File: src/rtl/core/frame_checker_crc32_top_defines.svh
// assertion macros for the frame checker rtl
// expects clk and arst_n in the module that uses them
`ifndef FRAME_CHECKER_CRC32_TOP_DEFINES_SVH
`define FRAME_CHECKER_CRC32_TOP_DEFINES_SVH

`ifndef SYNTH
// checked on every edge outside reset
`define FCC_ASSERT(lbl, prop) \
	lbl: assert property (@(posedge clk) disable iff (!arst_n) prop) \
		else $error("frame checker assertion failed");
// checked on every edge, reset included
`define FCC_ASSERT_ALWAYS(lbl, prop) \
	lbl: assert property (@(posedge clk) prop) \
		else $error("frame checker assertion failed");
`else
`define FCC_ASSERT(lbl, prop)
`define FCC_ASSERT_ALWAYS(lbl, prop)
`endif

`endif

File: src/rtl/core/fcc_pkg.sv
// shared types, constants and the crc byte update for the frame checker
// no dependencies
`default_nettype none

package fcc_pkg;

	localparam logic [16:0] COUNT_MAX      = 17'h1FFFF;
	localparam int unsigned HEADER_BYTES   = 8;
	localparam int unsigned OVERHEAD_BYTES = 12;
	localparam int unsigned CRC_TAP_POS    = 4;
	localparam logic [31:0] CRC_POLY       = 32'hEDB88320;
	localparam logic [31:0] CRC_INIT       = 32'hFFFFFFFF;
	localparam int unsigned QUEUE_DEPTH    = 4;
	localparam int unsigned CFG_INDEX_W    = 2;
	localparam int unsigned CFG_DATA_W     = 8;

	// result kinds
	localparam logic KIND_PAYLOAD = 1'b0;
	localparam logic KIND_VERDICT = 1'b1;

	// register indexes
	localparam logic [CFG_INDEX_W-1:0] REG_EXPECTED_ID      = 2'd0;
	localparam logic [CFG_INDEX_W-1:0] REG_EXPECTED_VERSION = 2'd1;

	typedef enum logic [2:0] {
		STATUS_OK         = 3'd0,
		STATUS_TOO_SHORT  = 3'd1,
		STATUS_BAD_ID_VER = 3'd2,
		STATUS_LEN_MISM   = 3'd3,
		STATUS_CRC_MISM   = 3'd4
	} status_t;

	// one queued result, raw: the verdict is decided on the way out
	typedef struct packed {
		logic        kind;
		logic [7:0]  data;
		logic [16:0] total;
		logic [63:0] header;
		logic [31:0] crc;
		logic [31:0] tail;
	} fcc_entry_t;

	typedef struct packed {
		logic                   we;
		logic [CFG_INDEX_W-1:0] index;
		logic [CFG_DATA_W-1:0]  data;
	} fcc_cfg_t;

	// reflected crc-32, one byte, lsb first
	function automatic logic [31:0] crc32_byte(input logic [31:0] crc, input logic [7:0] b);
		logic [31:0] c;
		c = crc ^ {24'h0, b};
		for (int k = 0; k < 8; k++) begin
			c = c[0] ? ((c >> 1) ^ CRC_POLY) : (c >> 1);
		end
		return c;
	endfunction

endpackage

`default_nettype wire

File: src/rtl/core/fcc_front.sv
// front end: takes frame bytes, tracks header, crc and tail, classifies each byte
// uses fcc_pkg and the assertion macros
`default_nettype none
`include "frame_checker_crc32_top_defines.svh"

module fcc_front (
	input  wire logic                clk,
	input  wire logic                arst_n,
	input  wire logic [7:0]          rx_byte,
	input  wire logic                frame_end,
	input  wire logic                push,
	output logic                     full,
	output logic                     q_push,
	output fcc_pkg::fcc_entry_t      q_entry,
	input  wire logic                q_full
);

	logic [16:0] count_q;
	logic [63:0] header_q;
	logic [31:0] crc_q;
	logic [31:0] tail_q;

	logic        accept;
	logic [63:0] header_nx;
	logic [31:0] crc_nx;
	logic [31:0] tail_nx;
	logic [16:0] count_nx;
	logic [16:0] payload_off;
	logic [15:0] len;
	logic        fwd;
	logic [5:0]  lane_lsb;

	assign full   = q_full;
	assign accept = push && !q_full;

	// per-byte state update and classification
	always_comb begin
		lane_lsb  = {3'd7 - count_q[2:0], 3'b000};
		header_nx = header_q;
		if (count_q < 17'(fcc_pkg::HEADER_BYTES)) begin
			header_nx[lane_lsb +: 8] = rx_byte;
		end
		crc_nx   = (count_q >= 17'(fcc_pkg::CRC_TAP_POS)) ?
			fcc_pkg::crc32_byte(crc_q, tail_q[31:24]) : crc_q;
		tail_nx  = {tail_q[23:0], rx_byte};
		count_nx = (count_q != fcc_pkg::COUNT_MAX) ? count_q + 17'd1 : count_q;
		len         = header_nx[15:0];
		payload_off = count_q - 17'(fcc_pkg::HEADER_BYTES);
		fwd = (count_q >= 17'(fcc_pkg::HEADER_BYTES)) && (payload_off < {1'b0, len});
	end

	// queue entry
	always_comb begin
		q_entry.kind   = frame_end ? fcc_pkg::KIND_VERDICT : fcc_pkg::KIND_PAYLOAD;
		q_entry.data   = frame_end ? 8'h00 : rx_byte;
		q_entry.total  = count_nx;
		q_entry.header = header_nx;
		q_entry.crc    = crc_nx;
		q_entry.tail   = tail_nx;
		q_push = accept && (frame_end || fwd);
	end

	// frame state, cleared after every verdict
	always_ff @(posedge clk or negedge arst_n) begin
		if (!arst_n) begin
			count_q  <= '0;
			header_q <= '0;
			crc_q    <= fcc_pkg::CRC_INIT;
			tail_q   <= '0;
		end else if (accept) begin
			if (frame_end) begin
				count_q  <= '0;
				header_q <= '0;
				crc_q    <= fcc_pkg::CRC_INIT;
				tail_q   <= '0;
			end else begin
				count_q  <= count_nx;
				header_q <= header_nx;
				crc_q    <= crc_nx;
				tail_q   <= tail_nx;
			end
		end
	end

	// checks
	`FCC_ASSERT(a_clear_after_end, (accept && frame_end) |=> (count_q == '0 && crc_q == fcc_pkg::CRC_INIT))
	`FCC_ASSERT(a_end_gives_verdict, (accept && frame_end) |-> (q_push && q_entry.kind == fcc_pkg::KIND_VERDICT))
	`FCC_ASSERT(a_no_push_when_full, q_full |-> !q_push)

endmodule

`default_nettype wire

File: src/rtl/core/fcc_queue.sv
// short queue between the front end and the result side
// uses fcc_pkg for the entry type and the assertion macros
`default_nettype none
`include "frame_checker_crc32_top_defines.svh"

module fcc_queue #(
	parameter int unsigned DEPTH = fcc_pkg::QUEUE_DEPTH
) (
	input  wire logic                clk,
	input  wire logic                arst_n,
	input  wire logic                push,
	input  wire fcc_pkg::fcc_entry_t entry_in,
	output logic                     full,
	input  wire logic                pop,
	output logic                     empty,
	output fcc_pkg::fcc_entry_t      entry_out
);

	localparam int unsigned PTR_W = (DEPTH > 1) ? $clog2(DEPTH) : 1;
	localparam int unsigned CNT_W = $clog2(DEPTH + 1);

	fcc_pkg::fcc_entry_t mem_q [DEPTH];
	logic [PTR_W-1:0]    wr_ptr_q;
	logic [PTR_W-1:0]    rd_ptr_q;
	logic [CNT_W-1:0]    count_q;
	logic                do_push;
	logic                do_pop;

	assign full      = (count_q == CNT_W'(DEPTH));
	assign empty     = (count_q == '0);
	assign do_push   = push && !full;
	assign do_pop    = pop && !empty;
	assign entry_out = mem_q[rd_ptr_q];

	// storage
	always_ff @(posedge clk) begin
		if (do_push) begin
			mem_q[wr_ptr_q] <= entry_in;
		end
	end

	// pointers and fill count
	always_ff @(posedge clk or negedge arst_n) begin
		if (!arst_n) begin
			wr_ptr_q <= '0;
			rd_ptr_q <= '0;
			count_q  <= '0;
		end else begin
			if (do_push) begin
				wr_ptr_q <= (wr_ptr_q == PTR_W'(DEPTH - 1)) ? '0 : wr_ptr_q + 1'b1;
			end
			if (do_pop) begin
				rd_ptr_q <= (rd_ptr_q == PTR_W'(DEPTH - 1)) ? '0 : rd_ptr_q + 1'b1;
			end
			if (do_push && !do_pop) begin
				count_q <= count_q + 1'b1;
			end else if (do_pop && !do_push) begin
				count_q <= count_q - 1'b1;
			end
		end
	end

	// checks
	`FCC_ASSERT(a_count_bound, count_q <= CNT_W'(DEPTH))
	`FCC_ASSERT(a_count_up, (do_push && !do_pop) |=> count_q == CNT_W'($past(count_q) + 1'b1))

endmodule

`default_nettype wire

File: src/rtl/core/fcc_back.sv
// result side: holds the id and version registers and decides the verdict
// uses fcc_pkg
`default_nettype none

module fcc_back (
	input  wire logic                clk,
	input  wire logic                arst_n,
	input  wire fcc_pkg::fcc_cfg_t   cfg,
	input  wire fcc_pkg::fcc_entry_t entry,
	output logic                     kind,
	output logic [7:0]               payload_byte,
	output logic [2:0]               status,
	output logic [15:0]              seq_number,
	output logic [15:0]              frame_total,
	output logic [15:0]              declared_length
);

	logic [7:0]       exp_id_q;
	logic [7:0]       exp_ver_q;
	fcc_pkg::status_t st;
	logic [16:0]      want_total;

	// configuration registers
	always_ff @(posedge clk or negedge arst_n) begin
		if (!arst_n) begin
			exp_id_q  <= '0;
			exp_ver_q <= '0;
		end else if (cfg.we) begin
			case (cfg.index)
				fcc_pkg::REG_EXPECTED_ID:      exp_id_q  <= cfg.data;
				fcc_pkg::REG_EXPECTED_VERSION: exp_ver_q <= cfg.data;
				default: ;
			endcase
		end
	end

	// checks in priority order
	always_comb begin
		want_total = 17'(fcc_pkg::OVERHEAD_BYTES) + {1'b0, entry.header[15:0]};
		if (entry.total < 17'(fcc_pkg::OVERHEAD_BYTES)) begin
			st = fcc_pkg::STATUS_TOO_SHORT;
		end else if (entry.header[63:56] != exp_id_q || entry.header[55:48] != exp_ver_q) begin
			st = fcc_pkg::STATUS_BAD_ID_VER;
		end else if (entry.total != want_total) begin
			st = fcc_pkg::STATUS_LEN_MISM;
		end else if ((entry.crc ^ fcc_pkg::CRC_INIT) != entry.tail) begin
			st = fcc_pkg::STATUS_CRC_MISM;
		end else begin
			st = fcc_pkg::STATUS_OK;
		end
	end

	// result fields, zero where the kind does not use them
	always_comb begin
		kind         = entry.kind;
		payload_byte = entry.data;
		if (entry.kind == fcc_pkg::KIND_VERDICT) begin
			status          = st;
			seq_number      = entry.header[47:32];
			frame_total     = entry.header[31:16];
			declared_length = entry.header[15:0];
		end else begin
			status          = fcc_pkg::STATUS_OK;
			seq_number      = '0;
			frame_total     = '0;
			declared_length = '0;
		end
	end

endmodule

`default_nettype wire

File: src/rtl/core/frame_checker_crc32_top.sv
// frame checker top: front end, result queue and verdict stage
// uses fcc_pkg, fcc_front, fcc_queue and fcc_back
//
// Frame bytes enter on rx_byte/frame_end, taken when push is high and full low.
// Each payload byte of the frame comes out as a kind 0 transaction; the byte
// with frame_end set gives a kind 1 verdict with status and header fields.
// Results leave as a queue: the oldest is on the output ports while empty is
// low and is taken when pop is high.
// A result is registered into the result queue when its byte is taken.
// Throughput: one byte per cycle while full is low; the byte-wide crc update
// sits in the front end's single stage, so a byte can follow every cycle.
// A stalled receiver fills the result queue (QUEUE_DEPTH entries); full then
// rises and input stalls until a transaction is popped. Bytes that give no
// result never need a queue slot but still wait on full.
// Reset clears the frame state, the queue and expected_id/expected_version.
// Registers (index 0 expected_id, index 1 expected_version) are written with
// wr_en/wr_index/wr_data; user's duty, unchecked: no frame or result in flight.
`default_nettype none

module frame_checker_crc32_top #(
	parameter int unsigned QUEUE_DEPTH = fcc_pkg::QUEUE_DEPTH
) (
	input  wire logic                            clk,
	input  wire logic                            arst_n,
	input  wire logic [7:0]                      rx_byte,
	input  wire logic                            frame_end,
	input  wire logic                            push,
	output logic                                 full,
	output logic                                 kind,
	output logic [7:0]                           payload_byte,
	output logic [2:0]                           status,
	output logic [15:0]                          seq_number,
	output logic [15:0]                          frame_total,
	output logic [15:0]                          declared_length,
	output logic                                 empty,
	input  wire logic                            pop,
	input  wire logic                            wr_en,
	input  wire logic [fcc_pkg::CFG_INDEX_W-1:0] wr_index,
	input  wire logic [fcc_pkg::CFG_DATA_W-1:0]  wr_data
);

	logic                q_push;
	logic                q_full;
	fcc_pkg::fcc_entry_t q_in;
	fcc_pkg::fcc_entry_t q_out;
	fcc_pkg::fcc_cfg_t   cfg;

	assign cfg.we    = wr_en;
	assign cfg.index = wr_index;
	assign cfg.data  = wr_data;

	// byte intake and classification
	fcc_front u_front (
		.clk       (clk),
		.arst_n    (arst_n),
		.rx_byte   (rx_byte),
		.frame_end (frame_end),
		.push      (push),
		.full      (full),
		.q_push    (q_push),
		.q_entry   (q_in),
		.q_full    (q_full)
	);

	// result queue
	fcc_queue #(
		.DEPTH (QUEUE_DEPTH)
	) u_queue (
		.clk       (clk),
		.arst_n    (arst_n),
		.push      (q_push),
		.entry_in  (q_in),
		.full      (q_full),
		.pop       (pop),
		.empty     (empty),
		.entry_out (q_out)
	);

	// verdict and output fields
	fcc_back u_back (
		.clk             (clk),
		.arst_n          (arst_n),
		.cfg             (cfg),
		.entry           (q_out),
		.kind            (kind),
		.payload_byte    (payload_byte),
		.status          (status),
		.seq_number      (seq_number),
		.frame_total     (frame_total),
		.declared_length (declared_length)
	);

endmodule

`default_nettype wire
File: config.mk
export PLATFORM = sky130hd
export DESIGN_NAME = frame_checker_crc32_top
export DESIGN_NICKNAME = d
export VERILOG_FILES = /design/src/rtl/core/fcc_pkg.sv /design/src/rtl/core/fcc_front.sv /design/src/rtl/core/fcc_queue.sv /design/src/rtl/core/fcc_back.sv /design/src/rtl/core/frame_checker_crc32_top.sv
export VERILOG_INCLUDE_DIRS = /design/src /design/src/rtl/core
export SDC_FILE = /design/constraint.sdc
export NUM_CORES = 1
export LEC_CHECK = 0
export BUFFER_PORTS_ARGS = -buffer_cell sky130_fd_sc_hd__buf_2
export CORE_UTILIZATION = 45
export CTS_BUF_LIST = sky130_fd_sc_hd__clkbuf_2
export DETAILED_ROUTE_END_ITERATION = 16
export PLACE_DENSITY = 0.59
export SYNTH_ARGS = -nofsm -noshare
export SYNTH_HDL_FRONTEND = slang
export SYNTH_SLANG_ARGS = --single-unit
export TNS_END_PERCENT = 5
File: constraint.sdc
create_clock -name clk -period 23 [get_ports clk]
set_clock_uncertainty 0.2 [all_clocks]
set_input_delay 4.6 -clock clk [delete_from_list [all_inputs] [get_ports clk]]
set_output_delay 4.6 -clock clk [all_outputs]
set_load 0.03 [all_outputs]
## Word-level counts from Yosys, hierarchy flattened

Memory sizes are Yosys's and may differ from the RTL's.
Index checks and enable logic that the tools add are counted.

- Register bits after elaboration: 168
- Memories: 1
- Memory bits (writable): 616
- Output and inout bits: 62
- Input bits: 24

- Reduce and logical (&&, ||, !) cells: 18
- $add $sub $neg: 9
- Bitwise operators: 10
- Multiplexer cells: 32
- Equality and inequality tests: 9
- Shift operators: 2
- Order comparisons: 5

Memories:

| name | words | bits a word | rd ports | clocked after Yosys merged registers in | wr ports | RTL line | RTL |
|---|---|---|---|---|---|---|---|
| u_queue.mem_q | 4 | 154 | 1 | 0 | 1 | fcc_queue.sv:22 | `fcc_pkg::fcc_entry_t mem_q [DEPTH];` |

Operators by type and width:

| operator | count |
|---|---|
| 32-bit 2-to-1 mux | 11 |
| 64-bit 2-to-1 mux | 2 |
| 13-bit NOT with 14-bit output | 8 |
| 64-bit bitwise mux | 1 |
| 8-bit by 8-bit variable shift with 64-bit output (first input constant) | 1 |
| 8-bit by 8-bit indexed part select with 64-bit output | 1 |
| 16-bit 2-to-1 mux | 3 |
| 17-bit by 4-bit less-than comparator with 1-bit output (second input constant) | 2 |
| 17-bit 2-to-1 mux | 2 |
| 32-bit inequality test | 1 |
| 32-bit NOT | 1 |
| 32-bit by 8-bit XOR with 32-bit output | 1 |
| 3-bit 2-to-1 mux | 7 |
| 17-bit by 1-bit adder with 17-bit output (second input constant) | 1 |
| 4-bit by 16-bit adder with 17-bit output (first input constant) | 1 |
| 17-bit by 3-bit >= comparator with 1-bit output (second input constant) | 1 |
| 17-bit by 4-bit >= comparator with 1-bit output (second input constant) | 1 |
| 17-bit by 16-bit less-than comparator with 1-bit output | 1 |
| 17-bit inequality test | 1 |
| 17-bit inequality test (second input constant) | 1 |
| 17-bit by 4-bit subtractor with 17-bit output (second input constant) | 1 |
| 8-bit inequality test | 2 |
| 8-bit 2-to-1 mux | 1 |
| 6-bit negation with 8-bit output | 1 |
| 16 further kinds | 32 |

## Logic depth before layout (Yosys ltp)

- Depth in word-level cells: 19
- Mapped depth: 23

## Modules after synthesis

A second synthesis with hierarchy kept.

- Cells, all modules: 2,164
- Area, all modules: 34,769.6 um^2

Modules (own cells, without submodules):

| module | area each (um^2) | instances | cells an instance | sequential area each (um^2) |
|---|---|---|---|---|
| fcc_queue | 22,779.3 | 1 | 842 | 18,672.9 |
| fcc_front | 9,829.4 | 1 | 1,072 | 3,668.5 |
| fcc_back | 2,160.8 | 1 | 250 | 400.4 |

## Least setup slack after synthesis

Ideal clock, no wire load.

- Path type: input -> register
- Start: input port rx_byte[2]
- End: memory u_queue.mem_q[0][0] (netlist bit) (enable)
- Arrival time: 17.870 ns
- Path slack: 4.042 ns
- Buffers on the path: 2
- Setup time: 0.888 ns
- Stages: 11
- Cells stage by stage: clkbuf_1 > clkbuf_1 > mux2i_1 > ha_1 > a21o_1 > a21o_1 > a211oi_1 > o22ai_1 > a21oi_1 > a21oi_1 > nor3b_1

- Cells in the longest elaborated chain, start to end: 10

RTL lines:

| element | RTL line | RTL |
|---|---|---|
| from (decl) | frame_checker_crc32_top.sv:25 | `input wire logic [7:0] rx_byte,` |
| 8-bit by 8-bit indexed part select with 64-bit output | fcc_front.sv:41 | `header_nx[lane_lsb +: 8] = rx_byte;` |
| 64-bit bitwise mux | fcc_front.sv:41 |  |
| 64-bit 2-to-1 mux | fcc_front.sv:40 | `if (count_q < 17'(fcc_pkg::HEADER_BYTES)) begin` |
| 17-bit by 16-bit less-than comparator with 1-bit output | fcc_front.sv:49 | `fwd = (count_q >= 17'(fcc_pkg::HEADER_BYTES)) && (payload_off < {1'b0, len});` |
| 1-bit logical AND | fcc_front.sv:49 |  |
| 1-bit logical OR | fcc_front.sv:60 | `q_push = accept && (frame_end \|\| fwd);` |
| 1-bit logical AND | fcc_front.sv:60 |  |
| 1-bit logical AND | fcc_queue.sv:31 | `assign do_push = push && !full;` |
| 1-bit 2-to-1 mux | fcc_queue.sv:37 | `if (do_push) begin` |
| 1-bit 2-to-1 mux (not written as such) | fcc_queue.sv:38 | `mem_q[wr_ptr_q] <= entry_in;` |
| to (decl) | fcc_queue.sv:22 |  |

No other way between the ends.

## Worst setup path after layout

- Start: register u_queue.rd_ptr_q[0]
- End: output port status[2]

- Cells in the longest elaborated chain, start to end: 8
- Elaborated cells between the ends (all ways): 14
- Classes of those cells: add/sub (1); order compare (1); eq/ne (4); mux (5); bitwise (1); reduce/logical (1); memory (1)

RTL lines:

| element | RTL line | RTL |
|---|---|---|
| from (decl) | fcc_queue.sv:24 | `logic [PTR_W-1:0] rd_ptr_q;` |
| from (signal assigned) | fcc_queue.sv:53 | `rd_ptr_q <= (rd_ptr_q == PTR_W'(DEPTH - 1)) ? '0 : rd_ptr_q + 1'b1;` |
| memory 4 x 154 bit * | -- |  |
| parallel branches: the longest is 6 deep, another holds 4-bit by 16-bit adder with 17-bit output | -- |  |
| 3-bit 2-to-1 mux * | fcc_back.sv:57 | `if (entry.kind == fcc_pkg::KIND_VERDICT) begin` |
| to (decl) | frame_checker_crc32_top.sv:31 | `output logic [2:0] status,` |

Mark *: on every way between the ends.

==> results.yml <==
outcome:
  outcome: "finished clean"
drt:
  vias: 18900
  route.detailed.wl_per_inst_um: 22.2
  ant_nets: 0
  routed_via_density: 5.49
  firstDrtPassIters: 5
  drc: 0
  dr.first_iter.drc_count: 1453
  routed_wl_um: 76400
sta:
  hold_violations: 0
  tns_ps: 0
  drv_slew: 0
  setup_viol: 0
  slew_headroom: 0.151
  fmax_ghz: 0.0924
  period_share: 0.471
  post-route-min-period_ps: 10820
  worst_pin_slew_ps: 1270
  rsz0062_at_grt: "no"
clock_network:
  cts.repair.resized: 0
  cts_tree: "built"
  clk_latency_ps: 1390
  post-cts-setup-buffers: 0
  htreeDepth: 4
  hold_buffers: 0
  cts_buffers: 193
  cts.path.max_buffers: 3
  cts.clk_slew.worst_paths_ps: 90
  cts_sinks: 784
  cts_root_buf: "clkbuf_2"
critical_path:
  critPathMaxFanout: 51
  end_kind: "primary output"
  crit_required_ps: 18200
  timing.rr.start: "u_front.count_q[3]"
  cp.arrival_ps: 6020
  crit_type: "flop to primary output"
  start_kind: "flop"
  startpoint: "u_queue.rd_ptr_q[0]"
power:
  p_per_area_mw_per_mm2: 123
  power.total_uw: 4490
  p_leak_uw: 0.0134
  seq_power_share: 0.451
  power.switching_uw: 1640
  swShare: 0.366
  combPwrFrac: 0.339
  intPower_uw: 2840
  vdd_ir_drop_max_mv: 0.0802
  p_clk_frac: 0.210
die:
  dieWidth_um: 273
  dieArea_mm2: 0.0747
  core-area_mm2: 0.0730
  ios: 86
  rows: 99
  initial_core_util: 0.454
  die_h_um: 273
synthesis:
  syn_inst: 2118
  yosysWarnings: 0
  syn_nets: 2173
  synth_edf_count: 616
  ys.flop_type: "edfxtp_1"
  syn_area_per_cell_um2: 15.6
  synth_area_leaders: "edfxtp_1 56%, dfrtp_1 10%, mux4_2 4.6%, xnor2_1 3.8%, xor2_1 3.0%"
  ys_ff_latch: 784
  synthArstFlopShare: 0.214
  netlist_area_mm2: 0.0331
  synth_area_leader_cell: "edfxtp_1"
  synth.distinct_cells: 68
  synth_seq_area_share: 0.686
  yosys.area.top_type_share: 0.558
placement:
  gp_congestion: 0.856
  hpwl_um: 46800
  port_buffers: 85
layout:
  syn_to_final_growth_pct: 9.86
  nets: 2367
  final_common_cell: "edfxtp_1"
  layout-drive-gt1-share: 0.250
  num-fill-cells: 6254
  layout_common_cells: "616 x edfxtp_1, 324 x clkbuf_2, 160 x nand2_1"
min_path:
  worst_hold_path_type: "flop to flop"
  min_from: "u_front.header_q[48]"
global_routing:
  grt_pass1_vias: 19400
  grt_max_degree: 155
  grt_use_total: 0.209
  grt_first_pass_wirelength_um: 117000
  antenna_found_initial: 5
  grt_overflow: 0
flow_run:
  maxCapViolCount: 0
## per-layer routing
layer	vias up	GRT usage	wire length, µm
met2	566	0.321	35600
met5	-	0	0
met3	109	0.0497	4550
li1	8517	-	-
met1	9679	0.294	34800
met4	0	0.0713	1570
## flip-flops by register name, summed over array words and instances (netlist names)
signal            count
u_back.exp_id_q       8
u_queue.count_q       3
u_front.count_q      17
u_queue.mem_q       616
u_front.header_q     64
u_queue.wr_ptr_q      2
u_front.tail_q       32
u_front.crc_q        32
u_queue.rd_ptr_q      2
u_back.exp_ver_q      8
## power by group through the flow
| stage | clock network (µW) | logic (µW) | registers, µW |
|---|---|---|---|
| final | 941 | 1520 | 2030 |
| after global routing | 1050 | 1650 | 2050 |
| after CTS | 979 | 1530 | 2030 |
| after detailed placement | 0 | 1530 | 2060 |
| after global placement | 0 | 1510 | 2050 |
| after floorplan | 0 | 1120 | 2040 |
## per-stage QoR
step	worst slack (ps)	instances	utilization	instance area (µm²)	hold slack (ps)
floorplan	4040	2118	-	33100	242
global placement	13370	3076	0.474	34500	254
detailed placement	13390	3076	0.474	34500	262
CTS	11790	3436	0.499	36400	284
global route	11720	3439	0.499	36400	304
finish	12180	3440	0.499	36400	280
## cells in the mapped netlist, types with 9 or more instances
library cell	instances
nand3b_1	27
nand2_1	160
a21oi_1	47
buf_2	9
dfrtp_1	136
nor4_1	23
and2_1	45
nand4_1	37
nor2_1	37
o22a_1	30
xnor2_1	143
nor3_1	18
o21ai_0	94
nor2b_1	41
mux4_2	67
mux2_2	44
xor2_1	115
edfxtp_1	616
a21o_1	32
ha_1	30
mux2i_1	17
a31oi_1	11
a22o_1	21
clkbuf_1	89
mux4_1	22
nand3_1	21
inv_1	33
a22oi_1	24
dfstp_2	32
## layout make-up
type / instances / area (µm²) / share of cell area
well taps: 959 / 1200 / 0.0330
flip-flops and latches: 784 / 22700 / 0.625
multi-input cells: 1189 / 9820 / 0.270
clock buffers: 324 / 1620 / 0.0445
diodes: 4 / 10.0 / 0.000275
inverters: 34 / 128 / 0.00351
repair buffers: 110 / 647 / 0.0178
clock inverters: 36 / 220 / 0.00605
## cell families (layout without fill, tap and decap cells)
kind of cell               after synthesis  in the layout  synth area share
AOI/OAI and AO/OA                      294            294            0.0582
and+or+nand+nor                        456            456            0.0736
muxes                                  150            150            0.0831
xor gates and xnor gates               258            258            0.0682
buffers and inverters                  145            504            0.0187
DFF                                    784            784             0.686
adders and majority gates               31             31            0.0119
other                                    0              4                 0
## worst max-delay path: stages (launching register included)
cell and delay (ps):
dfrtp_4 740, buf_4 780, mux4_1 480, inv_1 80, ha_1 210, nand3b_1 280, or4_4 480, o211ai_1 190
a31oi_1 130, or4_4 580, nor4b_2 420, buf_2 280
## final timing paths
path / slack (ps) / to / cells after the start
setup / recovery: 12180 / status[2] / 11
hold / removal: 280 / u_front.header_q[48] / 2
setup reg to reg: 15870 / u_queue.mem_q[0][10] / 17
hold reg to reg: 280 / u_front.header_q[48] / 2
max in group asynchronous: 18220 / u_queue.rd_ptr_q[1] / 2
min in group asynchronous: 2970 / u_front.tail_q[20] / 1
No activity file was read; power rests on OpenSTA's default activity.
